<file path="src/rtl/packet_framer_crc16_macros.svh">
// assertion macros shared by the packet framer modules
// no dependencies; included by files that carry concurrent checks
`ifndef PACKET_FRAMER_CRC16_MACROS_SVH
`define PACKET_FRAMER_CRC16_MACROS_SVH

// expression must hold on every clock edge out of reset
`define PFC_ASSERT_HOLDS(label, clk, rst, expr, msg) \
   label: assert property (@(posedge clk) disable iff (rst) (expr)) else $error(msg);

// consequent must hold in the cycle after the antecedent
`define PFC_ASSERT_NEXT(label, clk, rst, ante, cons, msg) \
   label: assert property (@(posedge clk) disable iff (rst) (ante) |=> (cons)) else $error(msg);

`endif

</file>
<file path="src/rtl/pfc_pkg.sv">
// shared types, constants and the byte-wide crc function of the packet framer
// no dependencies; imported by every framer module
package pfc_pkg;

   localparam logic [15:0] CrcInit     = 16'hFFFF;
   localparam logic [15:0] CrcPoly     = 16'h1021;
   localparam logic [7:0]  MarkerReset = 8'hAA;

   localparam logic OpStart = 1'b0;
   localparam logic OpData  = 1'b1;

   // bytes per job: marker, command, length, crc high, crc low
   localparam int JobBytes    = 5;
   localparam int JobIdxBits  = $clog2(JobBytes);

   localparam int QueueDepth   = 2;
   localparam int QueuePtrBits = (QueueDepth > 1) ? $clog2(QueueDepth) : 1;
   localparam int QueueCntBits = $clog2(QueueDepth + 1);

   // one request's worth of output bytes
   typedef struct packed {
      logic [JobBytes-1:0][7:0] bytes;
      logic [JobIdxBits-1:0]    last_idx;
      logic                     closes;
      logic                     err;
   } job_type;

   function automatic logic [15:0] crc_fold(input logic [15:0] crc, input logic [7:0] b);
      logic [15:0] c;
      c = crc ^ {b, 8'h00};
      for (int k = 0; k < 8; k++) begin
         c = c[15] ? ({c[14:0], 1'b0} ^ CrcPoly) : {c[14:0], 1'b0};
      end
      return c;
   endfunction

endpackage

</file>
<file path="src/rtl/pfc_front.sv">
// front end: accepts requests, tracks frame state and crc, builds output jobs
// depends on pfc_pkg and the assertion macro header
`include "packet_framer_crc16_macros.svh"

module pfc_front (
   input  logic             clock,
   input  logic             reset,
   input  logic             csr_wr_en,
   input  logic [7:0]       csr_wr_data,
   input  logic             req_valid,
   input  logic             req_opcode,
   input  logic [7:0]       req_command_byte,
   input  logic [7:0]       req_payload_length,
   input  logic [7:0]       req_payload_byte,
   input  logic             queue_full,
   output logic             req_ready,
   output logic             job_push,
   output pfc_pkg::job_type job
);
   import pfc_pkg::*;

   logic [7:0]  marker_ff, marker_in;
   logic [15:0] crc_ff, crc_in;
   logic [7:0]  remaining_ff, remaining_in;
   logic        open_ff, open_in;

   logic        accept;
   logic [15:0] hdr_crc;
   logic [15:0] dat_crc;
   logic [7:0]  rem_dec;

   assign req_ready = !queue_full;
   assign accept    = req_valid && req_ready;
   assign job_push  = accept;

   assign hdr_crc = crc_fold(crc_fold(CrcInit, req_command_byte), req_payload_length);
   assign dat_crc = crc_fold(crc_ff, req_payload_byte);
   assign rem_dec = remaining_ff - 8'd1;

   always_comb begin
      marker_in    = csr_wr_en ? csr_wr_data : marker_ff;
      crc_in       = crc_ff;
      remaining_in = remaining_ff;
      open_in      = open_ff;
      job          = '0;
      if (req_opcode == OpStart) begin
         job.bytes[0] = marker_ff;
         job.bytes[1] = req_command_byte;
         job.bytes[2] = req_payload_length;
         job.bytes[3] = hdr_crc[15:8];
         job.bytes[4] = hdr_crc[7:0];
         if (req_payload_length == 8'd0) begin
            job.last_idx = JobIdxBits'(4);
            job.closes   = 1'b1;
            crc_in       = CrcInit;
            remaining_in = 8'd0;
            open_in      = 1'b0;
         end else begin
            job.last_idx = JobIdxBits'(2);
            crc_in       = hdr_crc;
            remaining_in = req_payload_length;
            open_in      = 1'b1;
         end
      end else if (!open_ff) begin
         // data with no open frame: one flagged zero byte, state untouched
         job.err = 1'b1;
      end else begin
         job.bytes[0] = req_payload_byte;
         job.bytes[1] = dat_crc[15:8];
         job.bytes[2] = dat_crc[7:0];
         if (rem_dec == 8'd0) begin
            job.last_idx = JobIdxBits'(2);
            job.closes   = 1'b1;
            crc_in       = CrcInit;
            remaining_in = 8'd0;
            open_in      = 1'b0;
         end else begin
            crc_in       = dat_crc;
            remaining_in = rem_dec;
         end
      end
   end

   always_ff @(posedge clock) begin
      if (reset) begin
         marker_ff    <= MarkerReset;
         crc_ff       <= CrcInit;
         remaining_ff <= 8'd0;
         open_ff      <= 1'b0;
      end else begin
         marker_ff <= marker_in;
         if (accept) begin
            crc_ff       <= crc_in;
            remaining_ff <= remaining_in;
            open_ff      <= open_in;
         end
      end
   end

   `PFC_ASSERT_NEXT(a_start_opens, clock, reset, accept && req_opcode == OpStart && req_payload_length != 8'd0, open_ff && remaining_ff == $past(req_payload_length), "start with payload did not open a frame")
   `PFC_ASSERT_HOLDS(a_open_has_count, clock, reset, open_ff == (remaining_ff != 8'd0), "open frame and byte count disagree")

endmodule

</file>
<file path="src/rtl/pfc_queue.sv">
// short job queue between the front and back ends
// depends on pfc_pkg and the assertion macro header
`include "packet_framer_crc16_macros.svh"

module pfc_queue (
   input  logic             clock,
   input  logic             reset,
   input  logic             push,
   input  pfc_pkg::job_type push_job,
   input  logic             pop,
   output logic             full,
   output logic             out_valid,
   output pfc_pkg::job_type out_job
);
   import pfc_pkg::*;

   job_type                 entries_ff [QueueDepth];
   logic [QueuePtrBits-1:0] wr_ptr_ff, wr_ptr_in;
   logic [QueuePtrBits-1:0] rd_ptr_ff, rd_ptr_in;
   logic [QueueCntBits-1:0] count_ff, count_in;

   logic do_push;
   logic do_pop;

   assign full      = (count_ff == QueueCntBits'(QueueDepth));
   assign out_valid = (count_ff != '0);
   assign out_job   = entries_ff[rd_ptr_ff];
   assign do_push   = push && !full;
   assign do_pop    = pop && out_valid;

   always_comb begin
      wr_ptr_in = wr_ptr_ff;
      rd_ptr_in = rd_ptr_ff;
      count_in  = count_ff;
      if (do_push) begin
         wr_ptr_in = (wr_ptr_ff == QueuePtrBits'(QueueDepth - 1)) ? '0 : wr_ptr_ff + 1'b1;
      end
      if (do_pop) begin
         rd_ptr_in = (rd_ptr_ff == QueuePtrBits'(QueueDepth - 1)) ? '0 : rd_ptr_ff + 1'b1;
      end
      if (do_push && !do_pop) begin
         count_in = count_ff + 1'b1;
      end else if (do_pop && !do_push) begin
         count_in = count_ff - 1'b1;
      end
   end

   always_ff @(posedge clock) begin
      if (reset) begin
         wr_ptr_ff <= '0;
         rd_ptr_ff <= '0;
         count_ff  <= '0;
      end else begin
         wr_ptr_ff <= wr_ptr_in;
         rd_ptr_ff <= rd_ptr_in;
         count_ff  <= count_in;
      end
   end

   always_ff @(posedge clock) begin
      if (do_push) begin
         entries_ff[wr_ptr_ff] <= push_job;
      end
   end

   `PFC_ASSERT_HOLDS(a_count_bound, clock, reset, count_ff <= QueueCntBits'(QueueDepth), "queue count beyond depth")

endmodule

</file>
<file path="src/rtl/pfc_back.sv">
// back end: walks one job at a time and presents its bytes on the result channel
// depends on pfc_pkg and the assertion macro header
`include "packet_framer_crc16_macros.svh"

module pfc_back (
   input  logic             clock,
   input  logic             reset,
   input  logic             job_valid,
   input  pfc_pkg::job_type job,
   input  logic             rsp_ready,
   output logic             job_pop,
   output logic             rsp_valid,
   output logic [7:0]       rsp_tx_byte,
   output logic             rsp_end_of_frame,
   output logic             rsp_sequence_error
);
   import pfc_pkg::*;

   job_type               cur_ff;
   logic                  valid_ff;
   logic [JobIdxBits-1:0] idx_ff;

   logic at_last;
   logic take;

   assign at_last = (idx_ff == cur_ff.last_idx);
   // free to load when empty or the last byte goes out this cycle
   assign take    = !valid_ff || (rsp_ready && at_last);
   assign job_pop = take && job_valid;

   assign rsp_valid          = valid_ff;
   assign rsp_tx_byte        = cur_ff.bytes[idx_ff];
   assign rsp_end_of_frame   = cur_ff.closes && at_last;
   assign rsp_sequence_error = cur_ff.err;

   always_ff @(posedge clock) begin
      if (reset) begin
         valid_ff <= 1'b0;
         idx_ff   <= '0;
      end else if (job_pop) begin
         valid_ff <= 1'b1;
         idx_ff   <= '0;
      end else if (take) begin
         valid_ff <= 1'b0;
         idx_ff   <= '0;
      end else if (rsp_ready) begin
         idx_ff <= idx_ff + 1'b1;
      end
   end

   always_ff @(posedge clock) begin
      if (job_pop) begin
         cur_ff <= job;
      end
   end

   `PFC_ASSERT_HOLDS(a_idx_in_job, clock, reset, !valid_ff || idx_ff <= cur_ff.last_idx, "byte index past end of job")
   `PFC_ASSERT_HOLDS(a_err_not_eof, clock, reset, !(valid_ff && cur_ff.err && rsp_end_of_frame), "flagged result marked end of frame")

endmodule

</file>
<file path="src/rtl/packet_framer_crc16.sv">
// Packet framer with CRC-16 (poly 0x1021, init 0xFFFF, MSB first) trailer.
// A request is taken whenever the two-entry job queue has room, so data
// requests stream at one per cycle. The result channel moves one byte per
// cycle while rsp_ready is high: a start request yields 3 bytes (5 when its
// length is zero), a data request 1 byte (3 when it ends the frame), and that
// byte count per request sets the sustained rate while the queue is full.
// The crc of a byte is folded in the same cycle the request is taken.
// top level; depends on pfc_pkg, pfc_front, pfc_queue and pfc_back

module packet_framer_crc16 (
   input  logic       clock,
   input  logic       reset,
   input  logic       csr_wr_en,
   input  logic [7:0] csr_wr_data,
   input  logic       req_valid,
   output logic       req_ready,
   input  logic       req_opcode,
   input  logic [7:0] req_command_byte,
   input  logic [7:0] req_payload_length,
   input  logic [7:0] req_payload_byte,
   output logic       rsp_valid,
   input  logic       rsp_ready,
   output logic [7:0] rsp_tx_byte,
   output logic       rsp_end_of_frame,
   output logic       rsp_sequence_error
);
   import pfc_pkg::*;

   job_type push_job;
   job_type head_job;
   logic    push;
   logic    pop;
   logic    full;
   logic    head_valid;

   pfc_front u_front (
      .clock              (clock),
      .reset              (reset),
      .csr_wr_en          (csr_wr_en),
      .csr_wr_data        (csr_wr_data),
      .req_valid          (req_valid),
      .req_opcode         (req_opcode),
      .req_command_byte   (req_command_byte),
      .req_payload_length (req_payload_length),
      .req_payload_byte   (req_payload_byte),
      .queue_full         (full),
      .req_ready          (req_ready),
      .job_push           (push),
      .job                (push_job)
   );

   pfc_queue u_queue (
      .clock     (clock),
      .reset     (reset),
      .push      (push),
      .push_job  (push_job),
      .pop       (pop),
      .full      (full),
      .out_valid (head_valid),
      .out_job   (head_job)
   );

   pfc_back u_back (
      .clock              (clock),
      .reset              (reset),
      .job_valid          (head_valid),
      .job                (head_job),
      .rsp_ready          (rsp_ready),
      .job_pop            (pop),
      .rsp_valid          (rsp_valid),
      .rsp_tx_byte        (rsp_tx_byte),
      .rsp_end_of_frame   (rsp_end_of_frame),
      .rsp_sequence_error (rsp_sequence_error)
   );

endmodule
</file>
<file path="config.mk">
export PLATFORM = sky130hd
export DESIGN_NAME = packet_framer_crc16
export DESIGN_NICKNAME = d
export VERILOG_FILES = /design/src/rtl/pfc_pkg.sv /design/src/rtl/pfc_front.sv /design/src/rtl/pfc_queue.sv /design/src/rtl/pfc_back.sv /design/src/rtl/packet_framer_crc16.sv
export VERILOG_INCLUDE_DIRS = /design/src /design/src/rtl
export SDC_FILE = /design/constraint.sdc
export NUM_CORES = 1
export LEC_CHECK = 0
export ABC_AREA = 0
export BUFFER_PORTS_ARGS = -buffer_cell sky130_fd_sc_hd__buf_2
export CORE_ASPECT_RATIO = 1.2
export CORE_MARGIN = 2
export CORE_UTILIZATION = 60
export CTS_CLUSTER_DIAMETER = 40
export DETAILED_ROUTE_END_ITERATION = 7
export GPL_TIMING_DRIVEN = 1
export PLACE_DENSITY = 0.79
export RECOVER_POWER = 25
export SLEW_MARGIN = 20
export SYNTH_ARGS = -nofsm -noshare
export SYNTH_HDL_FRONTEND = slang
export SYNTH_SLANG_ARGS = --single-unit
export TNS_END_PERCENT = 20
</file>
<file path="constraint.sdc">
create_clock -name clock -period 3.4 [get_ports clock]
set_input_delay 0.17 -clock clock [delete_from_list [all_inputs] [get_ports clock]]
set_output_delay 0.17 -clock clock [all_outputs]
set_load 0.03 [all_outputs]
</file>
-- After elaboration in Yosys (flattened, before gate mapping)
Memories as Yosys holds them, arrays and structs flattened. A register that Yosys moved wholly into a read port is not among the register bits.
Cells that the tools add are included.
- add/subtract/negate cells: 6
- $lt $le $gt $ge: 1
- reduce and logical (&&, ||, !) cells: 20
- eq/ne operators: 3
- bitwise gates (word level): 27
- multiplexer cells: 54
- operators with widths (cell ; count):
    two-way mux 13 bit ; 24
    two-way mux 16 bit ; 5
    inverter 3 bit ; 24
    two-way mux 28 bit ; 2
    two-way mux 8 bit ; 5
    bitwise XOR 16 bit ; 2
    binary-select mux 8 bit (select 3 bit) ; 1
    zero test 8 bit ; 2
    inverter 16 bit ; 1
    two-way mux 1 bit ; 13
    logical AND 1 bit ; 8
    subtractor 8 x 1 -> 8 bit, second input constant ; 1
    two-way mux 3 bit ; 2
    nonzero test 2 bit ; 3
    zero test 1 bit ; 4
    less-than comparator 3 x 4 -> 1 bit, second input constant ; 1
    two-way mux 2 bit ; 2
    adder 3 x 1 -> 3 bit, second input constant ; 1
    equality test 3 bit ; 1
    OR reduction 3 bit ; 1
    adder 1 bit, second input constant ; 2
    adder 2 x 1 -> 2 bit, second input constant ; 1
    equality test 2 bit, second input constant ; 1
    != test 2 x 1 -> 1 bit, second input constant ; 1
    other kinds (3) ; 3
- bits of input ports: 38
- output and inout port bits: 12
- memories kept: 1
- register bits after elaboration: 41
- word-level logic and storage cells: 121
- RAM bits: 90
- memories (name ; words ; width ; read ports ; clocked after memory_dff ; wr ports ; RTL line ; source):
    u_queue.entries_ff ; 2 ; 45 ; 1 ; 1 ; 1 ; pfc_queue.sv:17 ; job_type entries_ff [QueueDepth];

-- Longest topological paths before layout
Gate-level depths: netlist (run 1).
- depth in word-level cells: 36
- mapped depth: 9
- gate-level depth less buffers: 8

-- Hierarchy
From an unflattened synthesis (run 1), not the netlist that was laid out.
- cells, all modules: 613
- area total of the unflattened synthesis: 8115.3 sq um
- by module, submodules not included (module ; instances ; seq. area each (sq um) ; area each (sq um) ; cells each):
    pfc_queue ; 1 ; 2802.7 ; 3464.6 ; 165
    pfc_front ; 1 ; 660.6 ; 2706.3 ; 335
    pfc_back ; 1 ; 1431.4 ; 1944.4 ; 113

-- Worst setup path after synthesis (run 1)
No wires, ideal clock.
- kind: register to register
- start point: register u_queue.count_ff[0]
- end point: memory u_queue.entries_ff[0][0] (netlist bit) (enable)
- stages on the path, launching flop included: 4
- arrival: 2.747 ns
- slack: 0.207 ns
- setup time: 0.446 ns
- period minus slack after synthesis: 3.193 ns
- cell sequence: dfxtp_1 -> nand2b_1 -> nand2_1 -> nor2_1
- word-level cells in the longest chain between the ends: 6
- ends and longest elaborated chain (element ; RTL line ; source):
    from (decl) ; pfc_queue.sv:20 ; logic [QueueCntBits-1:0] count_ff, count_in;
    from (signal assigned) ; pfc_queue.sv:56 ; count_ff <= count_in;
    equality test 2 bit * ; pfc_queue.sv:25 ; assign full = (count_ff == QueueCntBits'(QueueDepth));
    zero test 1 bit * ; pfc_front.sv:32 ; assign req_ready = !queue_full;
    named net req_ready ; packet_framer_crc16.sv:16 ; output logic req_ready,
    logical AND 1 bit ; pfc_front.sv:33 ; assign accept = req_valid && req_ready;
    logical AND 1 bit * ; pfc_queue.sv:28 ; assign do_push = push && !full;
    two-way mux 1 bit * ; pfc_queue.sv:61 ; if (do_push) begin
    two-way mux 1 bit (not written as such) * ; pfc_queue.sv:62 ; entries_ff[wr_ptr_ff] <= push_job;
    to (decl) ; pfc_queue.sv:17 ;
The timed path passes the listed nets; every way through them passes the cells marked *.

-- Final worst setup path (run 1)
- start point: register u_back.idx_ff[2]
- end point: register u_queue.count_ff[1]
- word-level cells in the longest chain between the ends: 8
- elaborated cells between the ends (all ways): 10
- classes of those cells: 1 x eq/ne; 1 x mux; 8 x reduce/logical
- ends and longest elaborated chain (element ; RTL line ; source):
    from (decl) ; pfc_back.sv:21 ; logic [JobIdxBits-1:0] idx_ff;
    from (signal assigned) ; pfc_back.sv:47 ; idx_ff <= idx_ff + 1'b1;
    equality test 3 bit * ; pfc_back.sv:26 ; assign at_last = (idx_ff == cur_ff.last_idx);
    logical AND 1 bit * ; pfc_back.sv:28 ; assign take = !valid_ff || (rsp_ready && at_last);
    logical OR 1 bit * ; pfc_back.sv:28 ;
    logical AND 1 bit * ; pfc_back.sv:29 ; assign job_pop = take && job_valid;
    named net pop ; packet_framer_crc16.sv:32 ; logic pop;
    logical AND 1 bit * ; pfc_queue.sv:29 ; assign do_pop = pop && out_valid;
    zero test 1 bit ; pfc_queue.sv:41 ; if (do_push && !do_pop) begin
    logical AND 1 bit ; pfc_queue.sv:41 ;
    two-way mux 2 bit or nonzero test 2 bit (tied branches) ; n/a ;
Marked as above.
A chain may end at the register's enable or synchronous reset.

==> results of run 1 <==
power by group:
| group | switching (mW) | internal (mW) |
|---|---|---|
| combinational | 1.11 | 0.701 |
| sequential | 0.280 | 2.95 |
| clock | 0.808 | 1.09 |
| total | 2.20 | 4.75 |
sequential cells by signal, indices dropped and copies added (netlist names):
name                       cells
u_queue.wr_ptr_ff              1
u_queue.rd_ptr_ff              1
u_front.crc_ff                16
u_queue.count_ff               2
u_front.remaining_ff           8
u_back.idx_ff                  3
u_front.marker_ff              8
u_back.rsp_sequence_error      1
u_back.rsp_valid               1
u_back.cur_ff                 43
u_queue.entries_ff            88
u_front.open_ff                1
Yosys cell counts, types with 2 or more instances:
cell | number | area, um^2
a211o_1 | 8 | 70.1
a211oi_1 | 2 | 15.0
a21o_1 | 2 | 15.0
a21oi_1 | 24 | 120
a221oi_2 | 7 | 105
a22o_1 | 4 | 35.0
and2_1 | 5 | 31.3
buf_1 | 6 | 22.5
buf_2 | 3 | 15.0
clkbuf_1 | 20 | 75.1
dfxtp_1 | 41 | 821
edfxtp_1 | 132 | 3960
ha_1 | 4 | 50.1
inv_1 | 14 | 52.6
mux2_2 | 44 | 495
mux2i_1 | 21 | 210
nand2_1 | 32 | 120
nand2b_1 | 4 | 25.0
nand3_1 | 4 | 20.0
nor2_1 | 49 | 184
nor3_1 | 3 | 15.0
nor4_1 | 2 | 12.5
o211ai_1 | 6 | 45.0
o21a_1 | 2 | 15.0
o21ai_0 | 15 | 75.1
o22ai_1 | 16 | 100
o2bb2ai_1 | 10 | 87.6
o32a_1 | 2 | 20.0
or3_1 | 2 | 12.5
xnor2_1 | 37 | 324
xnor2_2 | 5 | 81.3
xor2_1 | 28 | 245
final timing paths:
path	slack, ns	to	cells after the start	startpoint
min reg2reg	0.48	u_front.marker_ff[7]$_SDFFE_PP1P_	2	u_front.marker_ff[7]$_SDFFE_PP1P_
max	0.60	u_queue.count_ff[1]$_SDFFE_PP0P_	7	u_back.idx_ff[2]$_SDFFE_PP0P_
max reg2reg	0.60	u_queue.count_ff[1]$_SDFFE_PP0P_	7	u_back.idx_ff[2]$_SDFFE_PP0P_
min	0.01	u_front.marker_ff[4]$_SDFFE_PP0P_	3	csr_wr_data[4]
cells by family after synthesis:
logic type / synth area share, %
compound gates: 10.7
mux: 9.18
fa+ha+maj: 0.651
simple gates: 6.32
xor+xnor: 8.47
flops: 62.3
buf+inv: 2.41
area by class of cell:
type / count / area share (%)
sequential: 173 / 55.1
timing repair buffer: 64 / 4.32
inverter: 14 / 0.605
multi-input combinational: 357 / 30.9
clock buffer: 17 / 4.89
tap: 164 / 2.36
clock inverter: 15 / 1.86
worst reg2reg max path: stages (launching register included):
cell and delay, ns:
dfxtp_1 0.71, xor2_1 0.18, o41ai_1 0.57, o21a_2 0.26, inv_1 0.04, ha_1 0.30
or3_1 0.42, a21oi_1 0.20
routing by layer:
layer  share of wire, %  wire length [um]  vias to the layer above
li1                   -                 -                     2232
met1                 40              6850                     2397
met2                 50              8540                      255
met3                7.4              1280                       34
met4                3.2               559                        0
met5                  0                 0                        -
per-stage QoR:
stage	utilization (%)	hold slack, ns
global route	69.2	0.0246
floorplan	-	0.300
finish	69.2	0.0148
global placement	64.3	0.385
detailed placement	64.3	0.396
CTS	69.5	0.00957
repair_timing:
action	in CTS	in global routing
hold endpoints to repair	6	0
setup endpoints to repair	0	0
hold buffers	6	0
==> flow_summary.json, run 1 <==
{
  "postCtsSetupBuffers": 0,
  "dp_hpwl_um": 11500,
  "io_pins": 50,
  "syn2layout_area_growth_pct": 13.1,
  "multi_input_area_mm2": 0.00269,
  "crit_path_end_kind": "flop",
  "dieArea_mm2": 0.0137,
  "ctsHtreeMaxLevel": 4,
  "fin_total_pwr_mw": 6.95,
  "placement.io_buffers": 49,
  "core_area_mm2": 0.0126,
  "startpoint_type": "flop",
  "met1_usage_pct": 33.9,
  "arrival_ns": 3.11,
  "grt_max_degree": 46,
  "max_cap_violations": 1,
  "setup_ws_ns": 0.601,
  "antenna_found_initial": 0,
  "cts_resized": 0,
  "fin_crit_sh_pct": 82.3,
  "tns_ns": 0,
  "cts_root_buf": "clkbuf_16",
  "synth_area_per_cell_um2": 13.4,
  "skew_ns": 0.00702,
  "cts_made_buffers": 17,
  "overflow": 0,
  "yosysSeqAreaShare_pct": 62.3,
  "dr_total_vias": 4918,
  "grt_pass1_wl_um": 26400,
  "cp_max_fo": 12,
  "crit_required_ns": 3.71,
  "fin_area_mm2": 0.00869,
  "synthArstFlopShare_pct": 0,
  "final_common_cell": "edfxtp_1",
  "cp_slowest_cell": "dfxtp_1",
  "min_path_type": "in -> reg",
  "clock_path_buffers": 2,
  "setup_violations": 0,
  "start_util_pct": 61.2,
  "slowest_delay_ns": 0.71,
  "use_met3_pct": 4.98,
  "syn-instance-count": 574,
  "dp_slack_ns": 0.800,
  "grt_usage_pct": 26.0,
  "worstMarginPinSlew_ns": 1.61,
  "clk_pin_slew_ns": 0.07,
  "diodes": 0,
  "drt-total-wl_um": 17200,
  "maxSlewViolCount": 29,
  "met2_usage_pct": 42.3,
  "clock_latency_ns": 0.41,
  "ant_nets": 0,
  "clkSinkCount": 173,
  "ys_warn_count": 0,
  "seq_area_mm2": 0.00479,
  "gpl.final_weighted_congestion": 0.941,
  "critPathBufInv": 1,
  "synth.distinct_cells": 52,
  "status": "complete, but fails checks",
  "drcViolationCount": 0,
  "syn_area_mm2": 0.00768,
  "slew_headroom_pct": -7.35,
  "layout.cells.non_filler": 804,
  "ys_seq_elements": 173,
  "fin_crit_ns": 2.80,
  "p_per_area_mw_per_mm2": 799,
  "fillCellCount": 855,
  "fmax_mhz": 357,
  "dr.pass1.iters": 5,
  "drtIter0Drc": 439,
  "final_cell_mix": "edfxtp_1, nor2_1, mux2_2",
  "die_h_um": 128,
  "p_leak_nw": 3.08,
  "grt_pass1_vias": 4894,
  "violations": "capacitance limit, slew limit",
  "die_w_um": 107,
  "hold_viol": 0,
  "synth_edf_count": 132,
  "cts_tree": "built",
  "syn_nets": 616,
  "dp.cells": 765,
  "wl_per_cell_um": 21.4,
  "drive_above_1_share_pct": 22.3,
  "critPathKind": "reg -> reg",
  "top_usage_layer": "met2",
  "via_per_inst": 6.12,
  "path_cells": "xor2_1 -> o41ai_1 -> o21a_2 -> inv_1 -> ha_1 -> or3_1 -> a21oi_1",
  "nets": 669,
  "rows": 45,
  "ys.flop_type": "edfxtp_1",
  "placedInstanceArea_mm2": 0.00807,
  "cp_top_family": "compound AO/OA/AOI/OAI gates",
  "rsz0062_at_grt": "no",
  "ir_drop_v": 0.000369
}
No activity file was read; power rests on OpenSTA's default activity.
==> inputs of run 2 (changes only) <==
- CORE_UTILIZATION: 60 -> 55
- PLACE_DENSITY: 0.79 -> 0.76
- clock period: 3.4 -> 2.5 ns (I/O delays scaled with it)
==> flow_summary.json, run 2 (synthesis gave the netlist of run 1 again) <==
{
  "die_h_um": 133,
  "drtIter0Drc": 460,
  "ant_nets": 0,
  "fin_crit_sh_pct": 94.2,
  "regMostFlops": "u_queue.entries_ff",
  "cts_root_buf": "clkbuf_16",
  "finalHoldWorstSlack_ns": 0.0266,
  "drcViolationCount": 0,
  "fin_total_pwr_mw": 9.56,
  "status": "complete, but fails checks",
  "cp_max_fo": 13,
  "layout.cells.non_filler": 821,
  "final_common_cell": "edfxtp_1",
  "top_regs": "u_queue.entries_ff (88), u_back.cur_ff (43), u_front.crc_ff (16)",
  "min_path_type": "in -> reg",
  "p_clk_share_pct": 28.3,
  "violations": "capacitance limit, slew limit",
  "slew_headroom_pct": -3.43,
  "startpoint_type": "flop",
  "fin_util_pct": 64.3,
  "postCtsSetupBuffers": 0,
  "grt_usage_pct": 24.3,
  "rows": 47,
  "fin_area_mm2": 0.00880,
  "gpl.final_weighted_congestion": 0.893,
  "final_cell_mix": "edfxtp_1, nor2_1, buf_2",
  "clock_latency_ns": 0.42,
  "cts_tree": "built",
  "p_leak_nw": 3.16,
  "overflow": 0,
  "grt_pass1_wl_um": 27500,
  "arrival_ns": 2.66,
  "clk_pin_slew_ns": 0.07,
  "placedInstanceArea_mm2": 0.00817,
  "antenna_found_initial": 0,
  "critPathKind": "reg -> reg",
  "dp_slack_ns": 0.181,
  "start_util_pct": 56.1,
  "fmax_mhz": 425,
  "comb_power_share_pct": 26.9,
  "ir_drop_v": 0.000505,
  "rsz0062_at_grt": "no",
  "dp_hpwl_um": 12000,
  "via_per_inst": 5.96,
  "dieArea_mm2": 0.0149,
  "fin_crit_ns": 2.36,
  "wl_per_cell_um": 21.7,
  "die_w_um": 112,
  "grt_pass1_vias": 4982,
  "setup_ws_ns": 0.145,
  "clock_path_buffers": 2,
  "diodes": 0,
  "drive_above_1_share_pct": 23.4,
  "p_seq_share_pct": 44.7,
  "setup_violations": 0,
  "worstMarginPinSlew_ns": 1.55,
  "placement.io_buffers": 49,
  "tns_ns": 0,
  "sw_frac_of_total_pct": 31.2,
  "largest_reg_flops": 88,
  "clkSinkCount": 173,
  "ctsHtreeMaxLevel": 4,
  "skew_ns": 0.0114,
  "maxSlewViolCount": 35,
  "io_pins": 50,
  "nets": 680,
  "hold_viol": 0,
  "dr_total_vias": 4897,
  "syn2layout_area_growth_pct": 14.6,
  "cts_made_buffers": 17,
  "crit_required_ns": 2.81,
  "dp.cells": 782,
  "max_cap_violations": 1,
  "grt_max_degree": 46,
  "core_area_mm2": 0.0137,
  "p_per_area_mw_per_mm2": 1090,
  "dr.pass1.iters": 5,
  "crit_path_end_kind": "flop",
  "p_int_mw": 6.58,
  "drt-total-wl_um": 17800,
  "power_switching_mw": 2.98
}
run 2: cell count changes in the layout (fill, tap and decap cells not counted), sizes merged:
cell	delta
buf	+8
bufinv	+1
clkbuf	+1
clkinv	-3
clkinvlp	-2
dlygate4sd3	+2
inv	+3
run 2: cell type report:
| type | count | area (um^2) |
|---|---|---|
| inverter | 14 | 52.6 |
| sequential | 173 | 4780 |
| fill | 1004 | 4900 |
| timing repair buffer | 75 | 443 |
| tap | 171 | 214 |
| multi-input combinational | 357 | 2710 |
| clock buffer | 17 | 425 |
| clock inverter | 14 | 180 |
run 2: metal layers:
metal  vias to the layer above  share of wire, %  global-route usage, %
met5                         -                 0                      0
li1                       2242                 -                      -
met1                      2433                40                   30.3
met4                         0               3.5                   11.2
met3                        39               4.9                   4.19
met2                       183                51                   41.6
run 2: repair_timing:
action                                 4_1_cts  5_1_grt
resized for setup                            0        1
endpoints found under the hold margin        8        0
setup endpoints to repair                    0        6
hold buffers                                 8        0
run 2: critical path, stage by stage, from the launching register on:
cell and delay, ns:
dfxtp_1 0.35, inv_1 0.10, ha_1 0.17, or4b_4 0.49, xor2_1 0.18, a31oi_4 0.20
o21a_4 0.30, a21oi_1 0.11, o32a_1 0.33
run 2: power groups by stage:
stage,combinational (mW),clock [mW],sequential [mW]
2_1_floorplan,1.86,0,4.26
4_1_cts,2.61,2.72,4.28
6_report,2.57,2.71,4.27
3_5_place_dp,2.57,0,4.33
3_3_place_gp,2.51,0,4.29
5_1_grt,2.79,2.83,4.33
run 2: final timing paths:
check,from,to,slack [ns],cells past startpoint
max,u_front.remaining_ff[0]$_SDFFE_PP0P_,u_front.crc_ff[12]$_SDFFE_PP1P_,0.14,8
max reg2reg,u_front.remaining_ff[0]$_SDFFE_PP0P_,u_front.crc_ff[12]$_SDFFE_PP1P_,0.14,8
min reg2reg,u_front.crc_ff[6]$_SDFFE_PP1P_,u_front.crc_ff[6]$_SDFFE_PP1P_,0.49,1
min,rsp_ready,u_back.idx_ff[1]$_SDFFE_PP0P_,0.03,3
==> inputs of run 3 (changes only) <==
- CORE_ASPECT_RATIO: 1.2 -> not set
- CORE_UTILIZATION: 55 -> 64
- PLACE_DENSITY: 0.76 -> 0.84
- clock period: 2.5 -> 2.76 ns (I/O delays scaled with it)
==> flow_summary.json, run 3 (synthesis gave the netlist of run 1 again) <==
{
  "regMostFlops": "u_queue.entries_ff",
  "r2r_setup_slack_ns": 0.28,
  "gpl.final_weighted_congestion": 0.887,
  "p_int_mw": 5.76,
  "p_per_area_mw_per_mm2": 972,
  "syn2layout_area_growth_pct": 13.3,
  "crit_path_end_kind": "flop",
  "clkSinkCount": 173,
  "placedInstanceArea_mm2": 0.00812,
  "sw_frac_of_total_pct": 32.0,
  "drt-total-wl_um": 16800,
  "dr_total_vias": 4871,
  "fillCellCount": 762,
  "cp_max_fo": 26,
  "r2r-end": "u_front.crc_ff[12]$_SDFFE_PP1P_",
  "min_from": "rsp_ready",
  "ir_drop_v": 0.000716,
  "hold_viol": 0,
  "die_w_um": 114,
  "final_cell_mix": "edfxtp_1, nor2_1, xnor2_1",
  "fmax_mhz": 390,
  "die_h_um": 114,
  "dieArea_mm2": 0.0129,
  "cts_tree": "built",
  "largest_reg_flops": 88,
  "worstMarginPinSlew_ns": 1.44,
  "slew_headroom_pct": 3.90,
  "rr_worst_depth": 8,
  "dr.pass1.iters": 6,
  "status": "completed",
  "ant_nets": 0,
  "cts_made_buffers": 17,
  "power_switching_mw": 2.71,
  "setup_violations": 0,
  "rows": 40,
  "startpoint_type": "primary input",
  "postCtsSetupBuffers": 0,
  "p_leak_nw": 3.12,
  "critPathKind": "in -> reg",
  "diodes": 0,
  "dp_hpwl_um": 11500,
  "via_per_inst": 6.11,
  "start_util_pct": 64.8,
  "io_pins": 50,
  "skew_ns": 0.00790,
  "finalHoldWorstSlack_ns": 0.0250,
  "clock_latency_ns": 0.43,
  "multi_input_area_mm2": 0.00269,
  "overflow": 0,
  "crit_required_ns": 2.90,
  "top_regs": "u_queue.entries_ff (88), u_back.cur_ff (43), u_front.crc_ff (16)",
  "core_area_mm2": 0.0119,
  "fin_util_pct": 73.4,
  "r2r_start": "u_front.remaining_ff[0]$_SDFFE_PP0P_",
  "arrival_ns": 2.71,
  "placement.io_buffers": 49,
  "comb_power_share_pct": 27.2,
  "wl_per_cell_um": 21.1,
  "clock_path_buffers": 2,
  "cts_root_buf": "clkbuf_16",
  "layout.cells.non_filler": 797,
  "grt_pass1_wl_um": 26200,
  "fin_area_mm2": 0.00871,
  "dp.cells": 757,
  "drtIter0Drc": 440,
  "min_path_type": "in -> reg",
  "rsz0062_at_grt": "no",
  "grt_max_degree": 46,
  "fin_crit_sh_pct": 93.0,
  "drive_above_1_share_pct": 22.2,
  "seq_area_mm2": 0.00478,
  "holdPathEnd": "u_back.idx_ff[1]$_SDFFE_PP0P_",
  "maxSlewViolCount": 0,
  "antenna_found_initial": 0,
  "setup_ws_ns": 0.193,
  "grt_usage_pct": 27.6,
  "final_common_cell": "edfxtp_1",
  "drcViolationCount": 0,
  "grt_pass1_vias": 4850,
  "fin_crit_ns": 2.57,
  "p_seq_share_pct": 45.9,
  "max_cap_violations": 0,
  "clk_pin_slew_ns": 0.07,
  "hold_depth": 3,
  "dp_slack_ns": 0.297,
  "nets": 679,
  "ctsHtreeMaxLevel": 4,
  "p_clk_share_pct": 26.9
}
## run 3: cell count changes in the layout (fill, tap and decap cells not counted), moves of 2 or more
cell,previous run,this run
xnor2_2,2,0
bufinv_16,3,1
buf_2,43,41
mux2_2,42,40
inv_6,6,3
mux2_1,2,4
xnor2_1,40,42
clkinv_4,1,5
clkbuf_1,8,11
## run 3: worst max path at each step
stage	slack, ns	to	depth (start not counted)	start
floorplan	-0.33	u_queue.count_ff[1]$_SDFFE_PP0P_	7	u_back.cur_ff[3]$_DFFE_PP_
global placement	0.38	u_front.crc_ff[12]$_SDFFE_PP1P_	8	u_front.remaining_ff[0]$_SDFFE_PP0P_
detailed placement	0.30	u_front.crc_ff[12]$_SDFFE_PP1P_	8	u_front.remaining_ff[0]$_SDFFE_PP0P_
CTS	0.28	u_front.crc_ff[12]$_SDFFE_PP1P_	8	u_front.remaining_ff[0]$_SDFFE_PP0P_
global route	0.10	u_queue.entries_ff[1][8]$_DFFE_PP_	6	req_opcode
finish	0.19	u_queue.entries_ff[1][8]$_DFFE_PP_	6	req_opcode
## run 3: cell type report
type,instances,share of cell area (%)
clock buffer,17,4.89
clock inverter,15,1.62
multi-input combinational,357,30.9
inverter,14,0.604
sequential,173,55.0
timing repair buffer,74,4.96
tap,147,2.11
## run 3: critical path: stages
cell,delay [ns]
buf_2,0.09
clkbuf_1,0.86
clkbuf_1,0.77
and2_1,0.50
nand2_1,0.09
o21ai_0,0.25
## run 3: timing repair
action	4_1_cts	5_1_grt
hold endpoints to repair	8	0
resized for setup	0	0
hold buffers	8	0
## run 3: per-stage QoR
stage                     setup TNS, ns  total power, mW
final                                 0             8.46
after global routing                  0             8.82
after CTS                             0             8.53
after detailed placement              0             6.24
after global placement                0             6.14
after floorplan                  -0.426             5.54
## run 3: power by group through the flow
stage / Sequential, mW / Combinational [mW] / Clock (mW)
5_1_grt: 3.93 / 2.48 / 2.41
4_1_cts: 3.88 / 2.34 / 2.31
3_5_place_dp: 3.93 / 2.31 / 0
2_1_floorplan: 3.86 / 1.68 / 0
6_report: 3.88 / 2.30 / 2.28
3_3_place_gp: 3.90 / 2.24 / 0
## run 3: per-layer routing
metal  GRT usage, %  share of wire (%)  vias up
met2           45.2                 48      224
met4           11.0                3.2        0
li1               -                  -     2248
met1           36.5                 42     2350
met5              0                  0        -
met3           6.00                6.9       49
